[src/rtl/sec_pkg.sv]
// Package for the sound envelope classifier: widths, register indexes,
// reset values, class codes and the sequencer state type.
// No dependencies.
package sec_pkg;

  localparam int unsigned CalibWindowsDef = 120;
  localparam int unsigned SampleBitsDef   = 12;

  localparam int unsigned SampleW  = 12;
  localparam int unsigned LevelW   = 16;
  localparam int unsigned ClassW   = 2;
  localparam int unsigned FracW    = 16;
  localparam int unsigned EnvW     = SampleW + FracW;
  localparam int unsigned CfgAddrW = 3;
  localparam int unsigned CfgDataW = 16;

  localparam int unsigned DivSteps = EnvW + 8;
  localparam int unsigned MulSteps = 16;
  localparam int unsigned LvlSteps = 8;
  localparam int unsigned CountW   = 6;

  localparam logic [CfgAddrW-1:0] CfgWindowLen = 3'd0;
  localparam logic [CfgAddrW-1:0] CfgEnvAlpha  = 3'd1;
  localparam logic [CfgAddrW-1:0] CfgGain      = 3'd2;
  localparam logic [CfgAddrW-1:0] CfgTalkThr   = 3'd3;
  localparam logic [CfgAddrW-1:0] CfgClapThr   = 3'd4;

  localparam logic [4:0]  WindowLenRst = 5'd8;
  localparam logic [15:0] EnvAlphaRst  = 16'd9830;
  localparam logic [7:0]  GainRst      = 8'd12;
  localparam logic [15:0] TalkThrRst   = 16'd2500;
  localparam logic [15:0] ClapThrRst   = 16'd400;

  localparam logic [ClassW-1:0] ClassSilence = 2'd0;
  localparam logic [ClassW-1:0] ClassClap    = 2'd1;
  localparam logic [ClassW-1:0] ClassTalk    = 2'd2;

  typedef enum logic [2:0] {
    StIdle,
    StDiv,
    StMul,
    StEnv,
    StSub,
    StLvl,
    StFin
  } state_e;

endpackage

[src/rtl/sound_envelope_classifier_core.sv]
// Sound envelope classifier core: window peak, calibration baseline, envelope
// smoothing and level classes. Uses sec_pkg.
// Non-closing samples and calibration windows are taken while idle; the last calibration
// window runs the bit-serial baseline divider. A result window steps through accept,
// alpha multiply, envelope, excess, gain multiply and output, and stays in output
// while a result waits; reset (async, active low) restores defaults, recalibrates.
module sound_envelope_classifier_core #(
  parameter int unsigned CALIB_WINDOWS = sec_pkg::CalibWindowsDef,
  parameter int unsigned SAMPLE_BITS   = sec_pkg::SampleBitsDef
) (
  input  logic                          clk_i,
  input  logic                          rst_ni,
  input  logic                          cfg_we_i,
  input  logic [sec_pkg::CfgAddrW-1:0]  cfg_addr_i,
  input  logic [sec_pkg::CfgDataW-1:0]  cfg_wdata_i,
  input  logic                          in_valid_i,
  output logic                          in_ready_o,
  input  logic [sec_pkg::SampleW-1:0]   sample_i,
  output logic                          out_valid_o,
  input  logic                          out_ready_i,
  output logic [sec_pkg::ClassW-1:0]    sound_class_o,
  output logic [sec_pkg::LevelW-1:0]    level_o,
  output logic [sec_pkg::SampleW-1:0]   window_peak_o
);

  localparam int unsigned SW = sec_pkg::SampleW;
  localparam int unsigned EW = sec_pkg::EnvW;
  localparam int unsigned FW = sec_pkg::FracW;
  localparam logic [SW-1:0] SampleMask =
    (SAMPLE_BITS >= SW) ? {SW{1'b1}} : SW'((1 << SAMPLE_BITS) - 1);
  localparam logic [7:0] CalibCnt = 8'(CALIB_WINDOWS);
  localparam logic [8:0] CalibDiv = 9'(CALIB_WINDOWS);
  localparam logic [sec_pkg::CountW-1:0] DivLast = sec_pkg::CountW'(sec_pkg::DivSteps - 1);
  localparam logic [sec_pkg::CountW-1:0] MulLast = sec_pkg::CountW'(sec_pkg::MulSteps - 1);
  localparam logic [sec_pkg::CountW-1:0] LvlLast = sec_pkg::CountW'(sec_pkg::LvlSteps - 1);

  // configuration
  logic [4:0]  wlen_q;
  logic [15:0] alpha_q;
  logic [7:0]  gain_q;
  logic [15:0] talk_q;
  logic [15:0] clap_q;

  // sequencer
  sec_pkg::state_e state_q, state_d;
  logic [sec_pkg::CountW-1:0] count_q, count_d;

  // block state
  logic [SW-1:0]  run_peak_q;
  logic [4:0]     win_cnt_q;
  logic [19:0]    calib_sum_q;
  logic [7:0]     win_calib_q;
  logic           calib_q;
  logic [EW-1:0]  base_q;
  logic [EW-1:0]  env_q;

  // datapath
  logic [EW+7:0]  dq_q, dq_d;
  logic [7:0]     rem_q, rem_d;
  logic [EW:0]    diff_q;
  logic [EW+1:0]  acc_q, acc_d;
  logic [15:0]    alpha_sh_q;
  logic [SW-1:0]  exc_q;
  logic [7:0]     gain_sh_q;
  logic [19:0]    prod_q, prod_d;
  logic [SW-1:0]  peak_q;

  // output register
  logic                       out_valid_q;
  logic [sec_pkg::ClassW-1:0] class_q;
  logic [15:0]                level_q;
  logic [SW-1:0]              opeak_q;

  // FSM outputs
  logic in_ready, in_fire, out_load;

  // accept-cycle logic
  logic [SW-1:0] s_masked, peak_new;
  logic [4:0]    cnt_new, len_eff;
  logic          win_done;
  logic [19:0]   sum_new;
  logic [7:0]    wc_new;
  logic          calib_end;
  logic [EW:0]   diff_new;

  assign s_masked  = sample_i & SampleMask;
  assign peak_new  = (s_masked > run_peak_q) ? s_masked : run_peak_q;
  assign cnt_new   = win_cnt_q + 5'd1;
  assign len_eff   = (wlen_q == 5'd0) ? 5'd1 : wlen_q;
  assign win_done  = (cnt_new >= len_eff);
  assign sum_new   = calib_sum_q + 20'(peak_new);
  assign wc_new    = win_calib_q + 8'd1;
  assign calib_end = (wc_new >= CalibCnt);
  assign diff_new  = {1'b0, peak_new, {FW{1'b0}}} - {1'b0, env_q};

  // restoring divider step
  logic [8:0] trial;
  logic       trial_ge;
  assign trial    = {rem_q, dq_q[EW+7]};
  assign trial_ge = (trial >= CalibDiv);
  assign rem_d    = trial_ge ? 8'(trial - CalibDiv) : trial[7:0];
  assign dq_d     = {dq_q[EW+6:0], trial_ge};

  // alpha multiply step, LSB first, floor shift each step
  logic [EW+2:0] mul_sum;
  assign mul_sum = {acc_q[EW+1], acc_q} +
                   (alpha_sh_q[0] ? {{2{diff_q[EW]}}, diff_q} : '0);
  assign acc_d   = mul_sum[EW+2:1];

  // envelope update and excess
  logic [EW+1:0] env_sum;
  logic [EW-1:0] env_diff;
  assign env_sum  = {2'b00, env_q} + acc_q;
  assign env_diff = env_q - base_q;

  // gain multiply step, MSB first
  assign prod_d = {prod_q[18:0], 1'b0} + (gain_sh_q[7] ? 20'(exc_q) : 20'd0);

  // saturation and class
  logic [15:0]                lvl_sat;
  logic [sec_pkg::ClassW-1:0] cls;
  assign lvl_sat = (|prod_q[19:16]) ? 16'hFFFF : prod_q[15:0];

  always_comb begin
    priority if (lvl_sat > talk_q) begin
      cls = sec_pkg::ClassTalk;
    end else if (lvl_sat > clap_q) begin
      cls = sec_pkg::ClassClap;
    end else begin
      cls = sec_pkg::ClassSilence;
    end
  end

  // FSM outputs
  always_comb begin
    in_ready = (state_q == sec_pkg::StIdle);
    in_fire  = in_ready && in_valid_i;
    out_load = (state_q == sec_pkg::StFin) && (!out_valid_q || out_ready_i);
  end

  // FSM next state
  always_comb begin
    state_d = state_q;
    unique case (state_q)
      sec_pkg::StIdle: begin
        if (in_fire && win_done) begin
          if (!calib_q) begin
            state_d = sec_pkg::StMul;
          end else if (calib_end) begin
            state_d = sec_pkg::StDiv;
          end
        end
      end
      sec_pkg::StDiv: if (count_q == DivLast) state_d = sec_pkg::StIdle;
      sec_pkg::StMul: if (count_q == MulLast) state_d = sec_pkg::StEnv;
      sec_pkg::StEnv: state_d = sec_pkg::StSub;
      sec_pkg::StSub: state_d = sec_pkg::StLvl;
      sec_pkg::StLvl: if (count_q == LvlLast) state_d = sec_pkg::StFin;
      sec_pkg::StFin: if (out_load) state_d = sec_pkg::StIdle;
      default:        state_d = sec_pkg::StIdle;
    endcase
    count_d = (state_d != state_q) ? '0 : count_q + 1'b1;
  end

  // configuration registers
  always_ff @(posedge clk_i or negedge rst_ni) begin
    if (!rst_ni) begin
      wlen_q  <= sec_pkg::WindowLenRst;
      alpha_q <= sec_pkg::EnvAlphaRst;
      gain_q  <= sec_pkg::GainRst;
      talk_q  <= sec_pkg::TalkThrRst;
      clap_q  <= sec_pkg::ClapThrRst;
    end else if (cfg_we_i) begin
      unique case (cfg_addr_i)
        sec_pkg::CfgWindowLen: wlen_q  <= cfg_wdata_i[4:0];
        sec_pkg::CfgEnvAlpha:  alpha_q <= cfg_wdata_i;
        sec_pkg::CfgGain:      gain_q  <= cfg_wdata_i[7:0];
        sec_pkg::CfgTalkThr:   talk_q  <= cfg_wdata_i;
        sec_pkg::CfgClapThr:   clap_q  <= cfg_wdata_i;
        default: ;
      endcase
    end
  end

  // control and block state
  always_ff @(posedge clk_i or negedge rst_ni) begin
    if (!rst_ni) begin
      state_q     <= sec_pkg::StIdle;
      count_q     <= '0;
      run_peak_q  <= '0;
      win_cnt_q   <= '0;
      calib_sum_q <= '0;
      win_calib_q <= '0;
      calib_q     <= 1'b1;
      base_q      <= '0;
      env_q       <= '0;
      out_valid_q <= 1'b0;
    end else begin
      state_q <= state_d;
      count_q <= count_d;
      if (in_fire) begin
        if (win_done) begin
          run_peak_q <= '0;
          win_cnt_q  <= '0;
          if (calib_q) begin
            calib_sum_q <= sum_new;
            win_calib_q <= wc_new;
          end
        end else begin
          run_peak_q <= peak_new;
          win_cnt_q  <= cnt_new;
        end
      end
      if (state_q == sec_pkg::StDiv && count_q == DivLast) begin
        base_q  <= dq_d[EW-1:0];
        env_q   <= dq_d[EW-1:0];
        calib_q <= 1'b0;
      end
      if (state_q == sec_pkg::StEnv) begin
        env_q <= env_sum[EW-1:0];
      end
      if (out_load) begin
        out_valid_q <= 1'b1;
      end else if (out_ready_i) begin
        out_valid_q <= 1'b0;
      end
    end
  end

  // datapath payload
  always_ff @(posedge clk_i) begin
    if (in_fire && win_done) begin
      dq_q       <= {sum_new, {FW{1'b0}}};
      rem_q      <= '0;
      diff_q     <= diff_new;
      acc_q      <= '0;
      alpha_sh_q <= alpha_q;
      peak_q     <= peak_new;
    end
    if (state_q == sec_pkg::StDiv) begin
      dq_q  <= dq_d;
      rem_q <= rem_d;
    end
    if (state_q == sec_pkg::StMul) begin
      acc_q      <= acc_d;
      alpha_sh_q <= {1'b0, alpha_sh_q[15:1]};
    end
    if (state_q == sec_pkg::StSub) begin
      exc_q     <= (env_q > base_q) ? env_diff[EW-1:FW] : '0;
      gain_sh_q <= gain_q;
      prod_q    <= '0;
    end
    if (state_q == sec_pkg::StLvl) begin
      prod_q    <= prod_d;
      gain_sh_q <= {gain_sh_q[6:0], 1'b0};
    end
    if (out_load) begin
      class_q <= cls;
      level_q <= lvl_sat;
      opeak_q <= peak_q;
    end
  end

  assign in_ready_o    = in_ready;
  assign out_valid_o   = out_valid_q;
  assign sound_class_o = class_q;
  assign level_o       = level_q;
  assign window_peak_o = opeak_q;

`ifndef SYNTHESIS
  a_out_from_fin: assert property (@(posedge clk_i) disable iff (!rst_ni)
    $rose(out_valid_q) |-> $past(state_q == sec_pkg::StFin))
    else $error("result appeared outside the final step");

  a_calib_sticky: assert property (@(posedge clk_i) disable iff (!rst_ni)
    !calib_q |=> !calib_q)
    else $error("calibration restarted");

  a_mul_count: assert property (@(posedge clk_i) disable iff (!rst_ni)
    (state_q == sec_pkg::StMul) |-> (count_q <= MulLast))
    else $error("multiply step count overran");

  a_fin_holds: assert property (@(posedge clk_i) disable iff (!rst_ni)
    (state_q == sec_pkg::StFin && out_valid_q && !out_ready_i)
      |=> (state_q == sec_pkg::StFin))
    else $error("pending result overwritten");

  a_no_result_calib: assert property (@(posedge clk_i) disable iff (!rst_ni)
    (in_fire && calib_q) |=> (state_q != sec_pkg::StMul))
    else $error("calibration window started a result");
`endif

endmodule
[config.mk]
export PLATFORM = sky130hd
export DESIGN_NAME = sound_envelope_classifier_core
export DESIGN_NICKNAME = d
export VERILOG_FILES = /design/src/rtl/sec_pkg.sv /design/src/rtl/sound_envelope_classifier_core.sv
export SDC_FILE = /design/constraint.sdc
export NUM_CORES = 1
export LEC_CHECK = 0
export BUFFER_PORTS_ARGS = -buffer_cell sky130_fd_sc_hd__buf_2
export CAP_MARGIN = 20
export CORE_MARGIN = 5
export CORE_UTILIZATION = 45
export DETAILED_ROUTE_END_ITERATION = 10
export PLACE_DENSITY_LB_ADDON = 0.12
export SKIP_LAST_GASP = 1
export SYNTH_ARGS = -nofsm -noshare
export SYNTH_HDL_FRONTEND = slang
export SYNTH_SLANG_ARGS = --single-unit
[constraint.sdc]
create_clock -name clk_i -period 5.48 [get_ports clk_i]
set_input_delay 0.822 -clock clk_i [delete_from_list [all_inputs] [get_ports clk_i]]
set_output_delay 0.822 -clock clk_i [all_outputs]
set_load 0.01 [all_outputs]
# [After elaboration in Yosys (flattened, before gate mapping)]
# Index checks and enable logic that the tools add are counted.
[classes] n_addsub=10 n_reduce_logical=21 muxes=34 n_eq_ne=14 magnitude_cmp=7
[ops] op="$mux 36" n=2
[ops] op="$mux 30" n=2
[ops] op="$mux 28" n=2
[ops] op="$add 20x12->20" n=2
[ops] op="$mux 20" n=2
[ops] op="$mux 8" n=5
[ops] op="$mux 12" n=3
[ops] op="$gt 16x16->1" n=2
[ops] op="$add 31x31->31" n=1
[ops] op="$mux 31" n=1
[ops] op="$mux 15" n=2
[ops] op="$sub 28x28->29" n=1
[ops] op="$add 28x28->28" n=1
[ops] op="$gt 28x28->1" n=1
[ops] op="$sub 28x28->28" n=1
[ops] op="$mux 3" n=7
[ops] op="$pmux 3 s7" n=1
[ops] op="$mux 16" n=1
[ops] op="$eq 3x2->1 const B" n=4
[ops] op="$eq 3x3->1 const B" n=4
[ops] op="$gt 12x12->1" n=1
[ops] op="$mux 5" n=2
[ops] op="$reduce_and 2->1" n=5
[ops] op="$reduce_bool 2->1" n=5
[ops] op="21 further kinds" n=28
[word_totals] ff_bits=374 output_inout_bits=32

# [Longest topological paths before layout]
# Gate-level depths: netlist (run 1).
[depth] depth_word=8 depth_mapped=21 ltp_nobuf=20

# [Worst setup path before layout (run 1)]
# Ideal clock, no wire load.
[synth_path] path_kind="in2reg" startpoint="input sample_i[11] in the netlist's numbering" endpoint="register dq_q[30] (data pin)" cell_stages=18 path_slack_ps=1000 n_path_buf=1 setup_ps=267 arrival_time_ps=4213 t_required_ps=5213 cell_sequence="ha_1 > nand4_1 > or2_2 > o221ai_1 > o21a_1 > buf_2 > mux2_2 > ha_1 > inv_1 > fa_1 > nor2b_1 > o21ai_0 > a21boi_0 > o2111ai_1 > a31oi_1 > o211ai_1 > xor2_1 > o21ai_0"
[synth_between] elab_chain_cells=5
[synth_rtl] element="start: declaration" line_no="sound_envelope_classifier_core.sv:18" rtl="input logic [sec_pkg::SampleW-1:0] sample_i,"
[synth_rtl] element="$gt 12x12->1" line_no="sound_envelope_classifier_core.sv:87" rtl="assign peak_new = (s_masked > run_peak_q) ? s_masked : run_peak_q;"
[synth_rtl] element="$mux 12" line_no="sound_envelope_classifier_core.sv:87"
[synth_rtl] element="via peak_new[0]" line_no="sound_envelope_classifier_core.sv:78" rtl="logic [SW-1:0] s_masked, peak_new;"
[synth_rtl] element="$add 20x12->20" line_no="sound_envelope_classifier_core.sv:91" rtl="assign sum_new = calib_sum_q + 20'(peak_new);"
[synth_rtl] element="$mux 36" line_no="sound_envelope_classifier_core.sv:232" rtl="if (in_fire && win_done) begin"
[synth_rtl] element="$mux 36" line_no="sound_envelope_classifier_core.sv:240" rtl="if (state_q == sec_pkg::StDiv) begin"
[synth_rtl] element="end signal: assignment" line_no="sound_envelope_classifier_core.sv:233" rtl="dq_q <= {sum_new, {FW{1'b0}}};"
[synth_rtl] element="end signal: assignment" line_no="sound_envelope_classifier_core.sv:241" rtl="dq_q <= dq_d;"
[synth_rtl] element="end: declaration" line_no="sound_envelope_classifier_core.sv:58" rtl="logic [EW+7:0] dq_q, dq_d;"
# The timed path passes the listed nets, and every way through them passes these cells. The select of a mux whose other input is x is not followed.
# A chain may end at the register's enable or synchronous reset.

# [Worst setup path after layout (run 1)]
[layout_path] startpoint="register run_peak_q[10]" endpoint="register dq_q[30] (data pin)"
[layout_between] elab_chain_cells=5
[layout_rtl] element="start: declaration" line_no="sound_envelope_classifier_core.sv:49" rtl="logic [SW-1:0] run_peak_q;"
[layout_rtl] element="start signal: assignment" line_no="sound_envelope_classifier_core.sv:210" rtl="run_peak_q <= peak_new;"
[layout_rtl] element="$gt 12x12->1" line_no="sound_envelope_classifier_core.sv:87"
[layout_rtl] element="$mux 12" line_no="sound_envelope_classifier_core.sv:87"
[layout_rtl] element="via peak_new[2]" line_no="sound_envelope_classifier_core.sv:78"
[layout_rtl] element="$add 20x12->20" line_no="sound_envelope_classifier_core.sv:91"
[layout_rtl] element="$mux 36" line_no="sound_envelope_classifier_core.sv:232"
[layout_rtl] element="$mux 36" line_no="sound_envelope_classifier_core.sv:240"
# The timed path passes the listed nets, and every way through them passes these cells. The select of a mux whose other input is x is not followed.

==> results of run 1 <==
==> placed cells by master (no fill, tap or decap), drive strengths merged, types with 19 or more instances in the layout <==
| cell type | netlist | final |
|---|---|---|
| nand4 | 32 | 32 |
| dfrtp | 154 | 154 |
| ha | 173 | 173 |
| o211ai | 19 | 19 |
| o21a | 21 | 21 |
| xor2 | 52 | 52 |
| inv | 130 | 132 |
| a21o | 50 | 50 |
| nor2b | 25 | 25 |
| and3 | 24 | 24 |
| nand2 | 248 | 248 |
| dfstp | 19 | 19 |
| xnor2 | 71 | 71 |
| edfxtp | 199 | 199 |
| clkbuf | 50 | 58 |
| and2 | 67 | 67 |
| nand2b | 30 | 30 |
| buf | 10 | 89 |
| o21ai | 132 | 132 |
| nand3 | 33 | 33 |
| mux2 | 59 | 59 |
| a21oi | 113 | 113 |
| nor3 | 38 | 38 |
| nor2 | 140 | 140 |
==> metrics by stage <==
stage,worst slack [ns],instances
floorplan,1.00,2082
global placement,0.406,2725
detailed placement,0.288,2725
CTS,0.747,2805
global route,0.398,2806
finish,0.776,2806
==> logic make-up (layout without fill, tap and decap cells) <==
family / after synthesis / count (layout) / share of synthesized area [%]
AO/OA/AOI/OAI: 450 / 450 / 13.7
flip-flops: 374 / 374 / 48.2
multiplexers: 72 / 72 / 3.71
buffers and inverters: 190 / 299 / 3.35
XOR/XNOR: 123 / 123 / 5.00
AND/OR/NAND/NOR: 696 / 696 / 15.6
adder cells (fa/ha/maj): 177 / 177 / 10.4
==> worst max-delay path, delay by kind of cell (launching register included) <==
family | cells | cell delay (ns)
AO/OA/AOI/OAI | 8 | 2.12
XOR/XNOR | 1 | 0.18
buffers and inverters | 2 | 0.27
flip-flops | 1 | 0.37
multiplexers | 1 | 0.38
AND/OR/NAND/NOR | 3 | 0.59
adder cells (fa/ha/maj) | 2 | 0.62
==> power groups by stage <==
stage                     clock [mW]  sequential (mW)  combinational, mW
after detailed placement           0             4.65               6.10
after global routing            3.11             4.67               6.88
after global placement             0             4.64               5.98
after floorplan                    0             4.38               4.72
after CTS                       2.99             4.61               6.15
final                           2.91             4.59               6.14
==> cells in the mapped netlist (52+ instances only) <==
cell        n
and2_1     67
xnor2_1    71
mux2_2     57
nand2_1   248
edfxtp_1  199
dfrtp_1   154
ha_1      173
a21oi_1   111
o21ai_0   123
xor2_1     52
nor2_1    140
inv_1     129
==> layout make-up <==
class | count | area share [%]
Tap cell | 615 | 3.20
Clock buffer | 58 | 5.09
Timing Repair Buffer | 89 | 2.26
Clock inverter | 22 | 0.816
Multi-Input combinational cell | 1518 | 43.5
Inverter | 130 | 2.03
Sequential cell | 374 | 43.1
==> layer usage <==
layer  wire (microns)  up-vias
li1                 -     7619
met1            24400     7612
met2            24300      275
met3             1980       99
met4             1690        0
met5                0        -
==> registers in the layout, summed over array words and instances, names as in the netlist, 20 cells and up <==
signal / flops
dq_q: 36
acc_q: 30
diff_q: 29
base_q: 28
env_q: 28
calib_sum_q: 20
prod_q: 20
==> worst paths after layout <==
| check | from | to |
|---|---|---|
| setup / recovery | run_peak_q[10] | dq_q[30] |
| hold / removal | rst_ni | clap_q[9] |
| setup reg to reg | run_peak_q[10] | dq_q[30] |
| hold reg to reg | peak_q[9] | window_peak_o[9] |
| max in group asynchronous | rst_ni | base_q[24] |
| min in group clk_i | peak_q[9] | window_peak_o[9] |
==> metrics.csv, run 1 <==
stage;metric;value;unit
outcome;status;complete, no violations;
cells_and_area;seqCellArea;10400;sq um
route;vias;15605;
pwr;clkPwrFrac;21.3;%
global_routing;met2_usage;32.0;%
sta;max_freq;0.213;GHz
cells_and_area;drive_gt1_share;12.2;%
cells_and_area;antenna_cells;0;
route;dr.first_iter.drc_count;1078;
sta;setup_viol_count_final;0;
sta;tns;0;ns
sta;fin_crit_sh;85.8;%
worst_setup_path;slowest_delay;0.43;ns
sta;hold_viol_final;0;
global_routing;top_usage_layer;met2;
global_routing;grt-ovfl-total;0;
sta;worst_hold_slack;0.288;ns
cells_and_area;multi_input_area;10500;sq um
clock_network;cts_root_buffer;clkbuf_16;
pwr;p_int;8.26;mW
worst_setup_path;critPathMaxFanout;8;
pwr;p_seq_share;33.7;%
pwr;p_comb_share;45.0;%
global_routing;grt_start_max_net_pins;93;
pwr;switching_power;5.38;mW
floorplanning;rows;80;
worst_setup_path;crit_required;5.88;ns
sta;slew_headroom;32.5;%
floorplanning;ioPinCount;68;
global_routing;grt_pass1_wl;83.9;mm
pwr;total_power;13.6;mW
route;post_drt_wl_per_cell;18.7;microns
logic_synthesis;netlist_area;21500;sq um
cells_and_area;fin_area;24100;sq um
logic_synthesis;ys.flop_type;edfxtp_1;
min_path;hp-class;input port to async pin;
logic_synthesis;synth_area_leaders;edfxtp_1 28%, dfrtp_1 18%, ha_1 10%;
route;wl;52.4;mm
job;drv_cap;0;
sta;rsz0062_at_grt;false;
clock_network;cts_buffers;43;
floorplanning;die_h;229;microns
route;vias_per_cell;5.56;
sta;post-route-min-period;4.70;ns
cells_and_area;final_util;50.6;%
clock_network;insertion_delay;0.57;ns
clock_network;post_cts_buffers;0;
logic_synthesis;synth-edff-count;199;
placement;hpwl;38.0;mm
clock_network;cts_sinks;374;
floorplanning;fp.dieW;229;microns
logic_synthesis;ys_seq_elements;374;
worst_setup_path;cp.arrival;5.10;ns
worst_setup_path;worst_setup_path_end_kind;flip-flop;
global_routing;met1_usage;27.4;%
worst_setup_path;critical_path.cell_chain;inv_1 -> ha_1 -> nand4_1 -> or2_2 -> o221ai_1 -> o21a_1 -> buf_4 -> mux2_2 -> ha_1 -> nor2b_1 -> o21ai_0 -> a21boi_0 -> o2111ai_1 -> a31oi_1 -> o211ai_1 -> xor2_1 -> o21ai_0;
logic_synthesis;ys_types;84;
logic_synthesis;yosys_warnings;0;
clock_network;cts_tree;done;
placement;placed_area;22600;sq um
pwr;leakagePower;10.1;nW
clock_network;holdBufCountCts;0;
logic_synthesis;synthCells;2082;
global_routing;grt_pass1_vias;15400;
global_routing;grtUsageTotal;19.7;%
worst_setup_path;slowest_stage;a21boi_0;
sta;slew_viol_final;0;
worst_setup_path;cp-start-kind;flip-flop;
floorplanning;dieArea;52300;sq um
worst_setup_path;path_class;flip-flop to flip-flop;
pwr;sw_frac_of_total;39.5;%
pwr;vdd_drop_max;0.300;mV
route;ant_nets;0;
logic_synthesis;synthArstFlopShare;46.3;%
clock_network;clk_path_buf_depth;3;
global_routing;antenna_found_initial;0;
logic_synthesis;synth_top_area_cell;edfxtp_1;
logic_synthesis;yosys.area.top_type_share;27.8;%
worst_setup_path;rr_worst_depth;17;
cells_and_area;nNetsFinal;2369;
pwr;cellPowerDensity;566;nW/um^2
floorplanning;initial_utilization;45.3;%
worst_setup_path;r2r_setup_slack;0.78;ns
route;drc;0;
cells_and_area;fillers;4324;
logic_synthesis;synth_fp_nets;2295;
floorplanning;core_area;47500;sq um
clock_network;ctsResizeCount;0;
logic_synthesis;ys_seq_area_share;48.2;%
cells_and_area;area_growth;11.9;%
sta;max_slew.worst_pin.slew;1.01;ns
logic_synthesis;synth.avg_cell_area;10.3;sq um
placement;globalplace.congestion;0.881;
placement;portBuffers;67;
sta;fin_skew;0.0165;ns
global_routing;use_met3;2.73;%
route;drt-pass1-iter-count;5;
clock_network;cts.clk_slew.worst_paths;0.06;ns
clock_network;htree_levels;2;
(Power assumes the default switching activity.)
==> run 2, diff against run 1 <==
==> constraint.sdc (replaced) <==
create_clock -name clk_i -period 5.9 [get_ports clk_i]
set_input_delay 0.885 -clock clk_i [delete_from_list [all_inputs] [get_ports clk_i]]
set_output_delay 0.885 -clock clk_i [all_outputs]
set_load 0.01 [all_outputs]
==> run 2 against run 1 <==
Net effect: power down 7.7%; sequential power decreased by 7.2%; global-route usage is 0.13 points lower; die area did not move; first-iteration DRC count down 11%; non-clock buffer count unchanged; worst hold slack worse by 0.13 ns; routed wire length decreased by 0.65%.
==> metrics.csv, run 2 (synthesis gave the netlist of run 1 again) <==
stage;metric;value;unit
outcome;status;complete, no violations;
route;ant_nets;0;
clock_network;cts_sinks;374;
cells_and_area;largest_register_ffs;36;
clock_network;ctsResizeCount;0;
floorplanning;fp.dieW;229;microns
clock_network;clk_path_buf_depth;3;
placement;hpwl;37.5;mm
clock_network;holdBufCountCts;0;
floorplanning;initial_utilization;45.3;%
floorplanning;ioPinCount;68;
min_path;hp-class;input port to async pin;
cells_and_area;top_regs;dq_q x36, acc_q x30, diff_q x29;
worst_setup_path;slowest_delay;0.46;ns
clock_network;cts.clk_slew.worst_paths;0.06;ns
worst_setup_path;crit_family;compound AO/OA/AOI/OAI gates;
pwr;leakagePower;10.1;nW
route;drc;0;
worst_setup_path;critical_path.cell_chain;inv_1 -> ha_1 -> nand4_1 -> or2_2 -> o221ai_1 -> o21a_1 -> buf_4 -> mux2_2 -> ha_1 -> nor2b_1 -> o21ai_0 -> a21boi_0 -> o2111ai_1 -> a31oi_1 -> o211ai_1 -> nor3b_1 -> xor2_1;
route;vias;15489;
global_routing;grt_start_max_net_pins;156;
global_routing;antenna_found_initial;0;
route;vias_per_cell;5.52;
cells_and_area;largest-register;dq_q;
floorplanning;die_h;229;microns
worst_setup_path;worst_setup_path_end_kind;flip-flop;
global_routing;grt_pass1_vias;15229;
cells_and_area;drive_gt1_share;12.0;%
clock_network;insertion_delay;0.57;ns
worst_setup_path;critPathMaxFanout;10;
pwr;vdd_drop_max;0.245;mV
global_routing;grt_pass1_wl;83.5;mm
sta;max_slew.worst_pin.slew;1.01;ns
worst_setup_path;critPathMostFrequentCell;ha_1;
sta;fin_crit_sh;77.8;%
sta;slew_headroom;32.6;%
clock_network;cts_tree;done;
cells_and_area;layout_common_cells;246 x nand2_1, 199 x edfxtp_1, 173 x ha_1;
route;drt-pass1-iter-count;5;
clock_network;cts_buffers;44;
job;drv_cap;0;
floorplanning;dieArea;52300;sq um
cells_and_area;seqCellArea;10400;sq um
pwr;total_power;12.6;mW
cells_and_area;area_growth;11.8;%
worst_setup_path;cp.arrival;5.08;ns
worst_setup_path;rr_worst_depth;17;
placement;globalplace.congestion;0.913;
pwr;cellPowerDensity;523;nW/um^2
sta;slew_viol_final;0;
route;wl;52.1;mm
route;post_drt_wl_per_cell;18.6;microns
floorplanning;core_area;47500;sq um
worst_setup_path;r2r-start;run_peak_q[10];
worst_setup_path;crit_required;6.39;ns
global_routing;grt-ovfl-total;0;
global_routing;grtUsageTotal;19.6;%
cells_and_area;fillers;4333;
clock_network;post_cts_buffers;0;
cells_and_area;nNetsFinal;2370;
sta;hold_viol_final;0;
cells_and_area;multi_input_area;10500;sq um
cells_and_area;antenna_cells;0;
sta;post-route-min-period;4.59;ns
route;dr.first_iter.drc_count;955;
clock_network;htree_levels;2;
sta;setup_viol_count_final;0;
sta;rsz0062_at_grt;false;
worst_setup_path;cp_num_cells;17;
sta;max_freq;0.218;GHz
placement;portBuffers;67;
worst_setup_path;slowest_stage;a21boi_0;
worst_setup_path;r2r_setup_slack;1.31;ns
worst_setup_path;cp-start-kind;flip-flop;
floorplanning;rows;80;
clock_network;cts_root_buffer;clkbuf_16;
worst_setup_path;crit_buf_inv;2;
worst_setup_path;path_class;flip-flop to flip-flop;
worst_setup_path;rr_endpoint;calib_sum_q[16];
sta;fin_skew;0.0144;ns
sta;tns;0;ns
cells_and_area;mostFrequentLayoutCell;nand2_1;
[run 2: cell count changes in the layout (fill, tap and decap cells not counted)]
cell and change:
buf_16 +1, clkbuf_8 +4, clkbuf_16 +1, clkinvlp_4 -1, clkbuf_1 +8, bufinv_16 -3, clkinv_2 -3, clkinv_1 -2
inv_6 -1, buf_12 -1, inv_4 -1
[run 2: how the worst max path moves through the flow]
stage / startpoint / to / slack [ns]
finish: run_peak_q[10] / calib_sum_q[16] / 1.31
global route: run_peak_q[10] / calib_sum_q[16] / 0.88
detailed placement: sample_i[10] / calib_sum_q[18] / 0.81
floorplan: sample_i[11] / dq_q[30] / 1.36
global placement: sample_i[11] / dq_q[30] / 0.89
CTS: run_peak_q[10] / calib_sum_q[18] / 1.34
[run 2: worst register-to-register path: stages, from the launching register on]
cell and delay, ns:
dfrtp_1 0.39, inv_1 0.06, ha_1 0.29, nand4_1 0.11
or2_2 0.32, o221ai_1 0.19, o21a_1 0.23, buf_4 0.22
mux2_2 0.39, ha_1 0.33, nor2b_1 0.13, o21ai_0 0.10
a21boi_0 0.46, o2111ai_1 0.22, a31oi_1 0.36, o211ai_1 0.24
nor3b_1 0.30, xor2_1 0.18
[run 2: layout make-up]
class                      instances  area share (%)
clock inverter                    11           0.255
tap                              615            3.20
inverter                         130            2.03
clock buffer                      71            5.55
multi-input combinational       1518            43.6
sequential                       374            43.1
timing repair buffer              89            2.29
[run 2: metal layers]
layer | vias to the layer above | GRT usage [%] | part of all wire [%]
met5 | - | 0 | 0
met4 | 0 | 4.90 | 2.2
met3 | 77 | 3.03 | 3.9
met2 | 260 | 32.1 | 47
met1 | 7542 | 27.6 | 47
li1 | 7610 | - | -
[run 2: where the power goes]
part / switching [mW] / internal, mW / leakage (nW)
Sequential: 0.533 / 3.73 / 4.05
Clock: 1.09 / 1.55 / 0.686
Combinational: 3.34 / 2.34 / 5.37
[run 2: metrics by stage]
| step | utilization [%] | setup slack, ns | hold WS, ns | instances | area [sq um] |
|---|---|---|---|---|---|
| 6_report | 50.6 | 1.31 | 0.153 | 2808 | 24100 |
| 5_1_grt | 50.6 | 0.883 | 0.137 | 2808 | 24100 |
| 4_1_cts | 50.5 | 1.34 | 0.128 | 2806 | 24000 |
| 3_5_place_dp | 47.6 | 0.808 | 0.416 | 2724 | 22600 |
| 3_3_place_gp | 47.6 | 0.891 | 0.409 | 2724 | 22600 |
| 2_1_floorplan | - | 1.36 | 0.400 | 2082 | 21500 |
